**config.mk**
```make
export PLATFORM = sky130hd
export DESIGN_NAME = urm_core
export DESIGN_NICKNAME = d
export VERILOG_FILES = /design/src/hw/rtl/urm_pkg.sv /design/src/hw/rtl/urm_core.sv
export SDC_FILE = /design/constraint.sdc
export NUM_CORES = 1
export LEC_CHECK = 0
export ABC_AREA = 1
export ABC_CLOCK_PERIOD_IN_PS = 3100
export BUFFER_PORTS_ARGS = -buffer_cell sky130_fd_sc_hd__buf_4
export CORE_ASPECT_RATIO = 1.2
export CORE_UTILIZATION = 39
export CTS_BUF_LIST = sky130_fd_sc_hd__clkbuf_16
export CTS_CLUSTER_DIAMETER = 50
export CTS_CLUSTER_SIZE = 30
export DETAILED_ROUTE_END_ITERATION = 12
export HOLD_SLACK_MARGIN = 0.06
export SLEW_MARGIN = 20
export SYNTH_ARGS = -nofsm -noshare
export SYNTH_HDL_FRONTEND = slang
export SYNTH_SLANG_ARGS = --single-unit
```
**constraint.sdc**
```tcl
create_clock -name clk_i -period 3.1 [get_ports clk_i]
set_clock_uncertainty 0.05 [all_clocks]
set_input_delay 0.62 -clock clk_i [delete_from_list [all_inputs] [get_ports clk_i]]
set_output_delay 0.62 -clock clk_i [all_outputs]
set_load 0.01 [all_outputs]
```
**src/hw/rtl/urm_pkg.sv**
```systemverilog
`timescale 1ns / 1ps

package urm_pkg;

  typedef enum logic [1:0] {
    CMD_READ  = 2'd0,
    CMD_WRITE = 2'd1,
    CMD_TICK  = 2'd2,
    CMD_NOP   = 2'd3
  } cmd_e;

  typedef enum logic [2:0] {
    REG_MODE     = 3'd0,
    REG_STATUS   = 3'd1,
    REG_TRANSMIT = 3'd2,
    REG_RECEIVE  = 3'd3,
    REG_RATE     = 3'd4,
    REG_NONE5    = 3'd5,
    REG_NONE6    = 3'd6,
    REG_NONE7    = 3'd7
  } reg_e;

  localparam logic [15:0] ModeTxie   = 16'h0800;
  localparam logic [15:0] ModeRxie   = 16'h0400;
  localparam logic [15:0] StatTemt   = 16'h0040;
  localparam logic [15:0] StatThre   = 16'h0020;
  localparam logic [15:0] StatRdr    = 16'h0010;
  localparam logic [15:0] PollReset  = 16'd5000;
  localparam logic [15:0] ModeReset  = ModeRxie;
  localparam logic [15:0] StatReset  = StatTemt | StatThre;

  localparam int unsigned InDataW  = 32;
  localparam int unsigned OutDataW = 32;

  typedef struct packed {
    logic [3:0]  port_offset;
    logic [15:0] write_data;
    logic        rx_available;
    logic [7:0]  rx_byte;
  } item_t;

  typedef struct packed {
    logic [15:0] read_data;
    logic        tx_valid;
    logic [7:0]  tx_byte;
    logic        rx_taken;
    logic        overrun;
    logic        irq;
  } result_t;

endpackage

```
**src/hw/rtl/urm_core.sv**
```systemverilog
`timescale 1ns / 1ps

module urm_core (
  input  logic            clk_i,
  input  logic            rst_ni,
  input  logic            accept_i,
  input  urm_pkg::cmd_e   cmd_i,
  input  urm_pkg::item_t  item_i,
  input  logic            cfg_we_i,
  input  logic [15:0]     cfg_data_i,
  output urm_pkg::result_t result_o
);
  import urm_pkg::*;

  logic [15:0] poll_q, poll_d;
  logic [15:0] mode_q, mode_d;
  logic [15:0] status_q, status_d;
  logic [15:0] transmit_q, transmit_d;
  logic [15:0] receive_q, receive_d;
  logic [15:0] rate_q, rate_d;
  logic [15:0] tick_q, tick_d;

  reg_e        reg_sel;
  logic [16:0] tick_next;
  logic [15:0] stat_rx;

  assign reg_sel   = reg_e'(item_i.port_offset[3:1]);
  assign tick_next = {1'b0, tick_q} + 17'd1;

  always_comb begin
    poll_d     = cfg_we_i ? cfg_data_i : poll_q;
    mode_d     = mode_q;
    status_d   = status_q;
    transmit_d = transmit_q;
    receive_d  = receive_q;
    rate_d     = rate_q;
    tick_d     = tick_q;
    stat_rx    = status_q;
    result_o   = '0;

    case (cmd_i)
      CMD_READ: begin
        case (reg_sel)
          REG_MODE:     result_o.read_data = mode_q;
          REG_STATUS:   result_o.read_data = status_q;
          REG_TRANSMIT: result_o.read_data = transmit_q;
          REG_RECEIVE: begin
            result_o.read_data = receive_q;
            status_d = status_q & ~StatRdr;
          end
          REG_RATE:     result_o.read_data = rate_q;
          default:      result_o.read_data = '0;
        endcase
      end
      CMD_WRITE: begin
        case (reg_sel)
          REG_MODE:   mode_d = item_i.write_data;
          REG_STATUS: status_d = item_i.write_data;
          REG_TRANSMIT: begin
            transmit_d = item_i.write_data;
            status_d   = status_q & ~(StatTemt | StatThre);
          end
          REG_RECEIVE: receive_d = item_i.write_data;
          REG_RATE:    rate_d = item_i.write_data;
          default: ;
        endcase
      end
      CMD_TICK: begin
        // The receive poll comes first; the send then sees its status.
        if (tick_next < {1'b0, poll_q}) begin
          tick_d = tick_next[15:0];
        end else begin
          tick_d = '0;
          if (item_i.rx_available) begin
            result_o.overrun  = (status_q & StatRdr) != '0;
            result_o.rx_taken = 1'b1;
            receive_d = {8'd0, item_i.rx_byte};
            stat_rx   = status_q | StatRdr;
          end
        end
        status_d = stat_rx;
        if ((stat_rx & StatThre) == '0) begin
          result_o.tx_valid = 1'b1;
          result_o.tx_byte  = transmit_q[7:0];
          status_d = stat_rx | StatTemt | StatThre;
        end
      end
      default: ;
    endcase

    result_o.irq = (((status_d & StatRdr) != '0) && ((mode_d & ModeRxie) != '0)) ||
                   (((status_d & StatThre) != '0) && ((mode_d & ModeTxie) != '0));
  end

  always_ff @(posedge clk_i or negedge rst_ni) begin
    if (!rst_ni) begin
      poll_q     <= PollReset;
      mode_q     <= ModeReset;
      status_q   <= StatReset;
      transmit_q <= '0;
      receive_q  <= '0;
      rate_q     <= '0;
      tick_q     <= '0;
    end else begin
      poll_q <= poll_d;
      if (accept_i) begin
        mode_q     <= mode_d;
        status_q   <= status_d;
        transmit_q <= transmit_d;
        receive_q  <= receive_d;
        rate_q     <= rate_d;
        tick_q     <= tick_d;
      end
    end
  end

endmodule

```
-- Word-level counts from Yosys, hierarchy flattened
Cells that the tools add are included.
- order comparisons: 1
- reductions and logical operators: 14
- add/sub/neg operators: 1
- eq/ne operators: 13
- multiplexer cells: 20
- bitwise gates (word level): 1
- operators by type and width (operator ; number):
    $mux W16 ; 6
    $pmux W16 S5 ; 1
    $pmux W16 S2 ; 2
    $pmux W16 S3 ; 1
    $mux W12 ; 2
    $add A16 B1 Y17 const B ; 1
    $lt A17 B16 Y1 ; 1
    $logic_not A16 Y1 ; 1
    $mux W5 ; 3
    $reduce_and A5 Y1 ; 3
    $mux W11 ; 1
    $mux W9 ; 1
    $reduce_and A3 Y1 ; 3
    $ne A2 B2 Y1 const B ; 4
    $mux W7 ; 1
    $eq A3 B2 Y1 const B ; 2
    $mux W2 ; 2
    $ne A2 B1 Y1 const B ; 2
    $eq A3 B1 Y1 const B ; 1
    $eq A3 B3 Y1 const B ; 1
    $logic_not A3 Y1 ; 1
    $ne A3 B1 Y1 const B ; 1
    $eq A2 B1 Y1 const B ; 1
    $eq A2 B2 Y1 const B ; 1
    6 further kinds ; 7
- register bits: 112
- logic and storage cells: 60

-- Logic depth before layout (Yosys ltp)
- depth after elaboration: 9
- depth in mapped cells: 20
- gate-level depth less buffers: 20

-- Worst setup path before layout
No wires, ideal clock.
- kind: register -> output
- start point: register tick_q[0]
- end point: output result_o[0] in the netlist's numbering
- arrival: 2.392 ns
- path slack: 0.038 ns
- cell stages (with the launch flop): 21
- cells stage by stage: dfrtp_1 ha_1 nand2_2 nor2_4 nand3_1 nor3_1 xor2_1 inv_1 ha_1 nand2_1 nand2_1 nand2_1 nand2_1 nand2_1 nand2_1 nor2_1 nand2_1 nand2_1 nand2_1 nand3_1 nand2_1
- RTL lines (what ; line ; source):
    start, declared ; urm_core.sv:21 ; logic [15:0] tick_q, tick_d;
    start signal, assigned ; urm_core.sv:112 ; tick_q <= tick_d;
    end, declared ; urm_core.sv:11 ; output urm_pkg::result_t result_o

==> flow_results.xml <==
<?xml version="1.0" encoding="UTF-8"?>
<metrics>
  <group name="status">
    <metric name="run_status" unit="">finished, violations left</metric>
    <metric name="violated_checks" unit="">negative setup slack</metric>
  </group>
  <group name="sta">
    <metric name="final_min_period_over_clock_period" unit="">1.18</metric>
    <metric name="grt_setup_unrepaired" unit="">yes</metric>
    <metric name="setup_viol" unit="">3</metric>
    <metric name="finalMaxSlewViolations" unit="">0</metric>
    <metric name="max_freq" unit="MHz">272</metric>
    <metric name="timing.final.hold_violations" unit="">0</metric>
    <metric name="setup_total_negative_slack" unit="ns">-1.67</metric>
    <metric name="tightest_slew" unit="ns">0.665</metric>
    <metric name="post_route_setup_slack" unit="ns">-0.571</metric>
    <metric name="period_minus_slack" unit="ns">3.67</metric>
    <metric name="max-slew-margin-rel" unit="">0.556</metric>
  </group>
  <group name="yosys">
    <metric name="synth.yosys.warnings" unit="">0</metric>
    <metric name="post_synth_num_cell_types" unit="">38</metric>
    <metric name="ys_seq_area_frac" unit="">0.485</metric>
    <metric name="postSynth.asyncResetShare" unit="">1.00</metric>
    <metric name="yosys.area.top_type_share" unit="">0.449</metric>
    <metric name="synth.ff_latch_count" unit="">112</metric>
    <metric name="syn_avg_cell_area" unit="um2">8.10</metric>
    <metric name="synth_ff_type" unit="">dfrtp_1</metric>
    <metric name="syn-instance-count" unit="">716</metric>
    <metric name="synth_nets" unit="">783</metric>
    <metric name="syn-cell-area" unit="mm2">0.00580</metric>
    <metric name="edff_count_synth" unit="">0</metric>
    <metric name="leading_cell_types_by_total_area_after_synthesis" unit="">dfrtp_1, nand2_1, o21ai_0, inv_1, dfstp_2</metric>
    <metric name="synth.largest_area_cell" unit="">dfrtp_1</metric>
  </group>
  <group name="drt">
    <metric name="wirelength" unit="mm">15.7</metric>
    <metric name="avgRoutedWirePerCell" unit="um">15.4</metric>
    <metric name="drt_first_pass_iters" unit="">5</metric>
    <metric name="initialDrtViolationCount" unit="">372</metric>
    <metric name="viasPerCell" unit="">5.07</metric>
    <metric name="route.layer.met1.wl" unit="mm">6.50</metric>
    <metric name="routed-via-count" unit="">5178</metric>
    <metric name="antenna_left" unit="">0</metric>
    <metric name="topRoutingLayerUsed" unit="">met4</metric>
    <metric name="routed-wl-met2" unit="mm">8.14</metric>
    <metric name="drcViolationCount" unit="">0</metric>
    <metric name="detailroute.wirelength.met3" unit="um">801</metric>
  </group>
  <group name="place">
    <metric name="place_worst_setup_slack" unit="ns">-0.191</metric>
    <metric name="dp.final_hpwl" unit="mm">10.7</metric>
    <metric name="numPortBuffers" unit="">77</metric>
    <metric name="gpl.final_weighted_congestion" unit="">0.842</metric>
  </group>
  <group name="worst_setup_path">
    <metric name="crit_buf_inv" unit="">2</metric>
    <metric name="timing.critical_path.mode_cell" unit="">nand2_2</metric>
    <metric name="crit_fanout" unit="">3</metric>
    <metric name="crit_arrival" unit="ns">3.00</metric>
    <metric name="cp_top_delay_family" unit="">simple AND/OR/NAND/NOR gates</metric>
    <metric name="timing.critical_path.to_type" unit="">output pin</metric>
    <metric name="start_kind" unit="">flop</metric>
    <metric name="critical_path.slowest_cell" unit="">dfrtp_1</metric>
    <metric name="critPathMaxStageDelay" unit="ns">0.37</metric>
    <metric name="worstSetupPathType" unit="">flop to output pin</metric>
    <metric name="path_cells" unit="">ha_2 &gt; nand2_2 &gt; nor2_4 &gt; nand3_4 &gt; nor2_2 &gt; nand4_1 &gt; xor2_2 &gt; inv_2 &gt; ha_4 &gt; and3_4 &gt; nor3b_4 &gt; nand2_1 &gt; nand2_1 &gt; nand2_2 &gt; nand2_2 &gt; nand3_2 &gt; nand2_2 &gt; buf_6</metric>
    <metric name="timing.critical_path.required" unit="ns">2.43</metric>
  </group>
  <group name="floorplanning">
    <metric name="boundaryPins" unit="">79</metric>
    <metric name="initial_core_util" unit="">0.401</metric>
    <metric name="area_of_the_core_region" unit="mm2">0.0145</metric>
    <metric name="die_area" unit="mm2">0.0154</metric>
    <metric name="std_cell_rows" unit="">48</metric>
    <metric name="die_h" unit="um">136</metric>
    <metric name="fp.dieW" unit="um">113</metric>
  </group>
  <group name="pwr">
    <metric name="power_density" unit="mW/mm2">565</metric>
    <metric name="p_leak" unit="nW">3.54</metric>
    <metric name="worst_ir_drop_vdd" unit="mV">0.349</metric>
  </group>
  <group name="clocking">
    <metric name="cts-root-to-sink-buffers" unit="">2</metric>
    <metric name="worstSkewPairLatency" unit="ns">0.36</metric>
    <metric name="clkSlewWorstSetupHoldPaths" unit="ns">0.08</metric>
    <metric name="ctsHoldBuffers" unit="">0</metric>
    <metric name="tritoncts" unit="">done</metric>
    <metric name="library_cell_used_as_clock_root_buffer" unit="">clkbuf_16</metric>
    <metric name="cts-buffers-inserted" unit="">9</metric>
    <metric name="clock_sink_count" unit="">112</metric>
    <metric name="h_tree_lvls" unit="">3</metric>
  </group>
  <group name="final_layout">
    <metric name="nFillCells" unit="">1412</metric>
    <metric name="layout_common_cells" unit="">nand2_1, buf_4, dfrtp_1, o21ai_0, inv_1</metric>
    <metric name="final_net_count" unit="">884</metric>
    <metric name="syn_to_final_growth" unit="%">25.1</metric>
    <metric name="multi_input_comb_area" unit="mm2">0.00265</metric>
    <metric name="layout_commonest_cell" unit="">nand2_1</metric>
    <metric name="final_core_util" unit="">0.501</metric>
    <metric name="antenna-diode-count" unit="">0</metric>
    <metric name="final-seq-area" unit="mm2">0.00281</metric>
    <metric name="drive_above_1_share" unit="">0.234</metric>
  </group>
  <group name="global_routing">
    <metric name="sum_of_overflow_across_all_layers_after_global_routing" unit="">0</metric>
    <metric name="globalRouteTotalUtil" unit="">0.209</metric>
    <metric name="wire_length_of_the_first_global_routing_pass" unit="mm">24.8</metric>
    <metric name="grt_max_degree" unit="">58</metric>
    <metric name="grt_antenna_before_repair" unit="">0</metric>
    <metric name="grt_pass1_vias" unit="">5078</metric>
  </group>
  <group name="worst_hold_path">
    <metric name="worstHoldPathType" unit="">primary input to asynchronous set/reset pin</metric>
  </group>
  <group name="job">
    <metric name="maxCapViolCount" unit="">0</metric>
  </group>
</metrics>
## metrics by stage
step	instance area, um2	total power, mW	std cells	hold WS [ns]
CTS	7120	4.10	1018	0.0941
detailed placement	6780	2.86	1002	0.417
global route	7250	4.37	1022	0.0996
global placement	6780	2.80	1002	0.408
floorplan	5800	2.47	716	0.274
finish	7250	4.10	1022	0.0910
## final timing paths
check	start	to	slack [ns]	depth (start not counted)
setup / recovery	tick_q[0]	result_o[0]	-0.57	18
hold / removal	rst_ni	mode_q[7]	0.09	1
setup reg to reg	tick_q[0]	receive_q[4]	0.19	17
hold reg to reg	receive_q[11]	receive_q[11]	0.43	2
max in group asynchronous	rst_ni	transmit_q[11]	2.13	2
min in group clk_i	accept_i	status_q[5]	0.40	2
## timing repair
action / in CTS / in global routing
pin swaps: 0 / 5
resized for setup: 5 / 19
buffers inserted: 0 / 1
setup endpoints to repair: 3 / 24
cloned: 0 / 3
## worst reg2reg max path: stages, from the launching register on
cell and delay [ns]:
dfrtp_1 0.37, ha_2 0.19, nand2_2 0.06, nor2_4 0.15, nand3_4 0.09, nor2_2 0.08, nand4_1 0.15, xor2_2 0.24
inv_2 0.06, ha_4 0.27, and3_4 0.19, nor3b_4 0.18, nand2_1 0.10, buf_4 0.16, nand3_4 0.15, nand2_4 0.13
nand2_1 0.13, o21ai_2 0.05
## cells by family after synthesis
kind of cell	share of synthesized area
adders and majority gates	0.0345
DFF	0.485
xor gates and xnor gates	0.0196
buffers and inverters	0.0839
muxes	0.00367
AOI/OAI and AO/OA	0.169
and+or+nand+nor	0.205
## synthesized netlist by cell type (4+ instances only)
cell and count:
buf_2 8, nand3_2 4, o22ai_1 13, o21ai_0 95, dfrtp_1 104, nor2_2 4
nor2_1 25, inv_2 6, inv_1 90, nand2_2 7, o21a_1 8, a22oi_1 5
nand3_1 19, nand2_1 206, ha_1 16, xor2_1 13, dfstp_2 8, a21oi_1 26
o21ai_2 8, a31oi_1 12, clkbuf_1 15
## flip-flops by register name, indices dropped and copies added (netlist names)
signal and flops:
mode_q 16, poll_q 16, receive_q 16, rate_q 16, status_q 16, tick_q 16
transmit_q 16
## power breakdown
part	internal, mW	leakage (nW)	switching, mW
clock	0.646	0.155	0.577
sequential	1.75	1.40	0.155
combinational	0.420	1.99	0.554
## final cells by class
| cell class | instances | share of cell area |
|---|---|---|
| multi-input cells | 484 | 0.366 |
| flip-flops and latches | 112 | 0.388 |
| inverters | 98 | 0.0511 |
| clock buffers | 9 | 0.0310 |
| repair buffers | 112 | 0.118 |
| clock inverters | 7 | 0.0119 |
| well taps | 200 | 0.0345 |
## layer usage
| metal | track usage | up-vias |
|---|---|---|
| met5 | 0 | - |
| met2 | 0.372 | 159 |
| met1 | 0.249 | 2488 |
| li1 | - | 2509 |
| met4 | 0.0789 | 0 |
| met3 | 0.0380 | 22 |
Power figures use the tool's default switching activity.
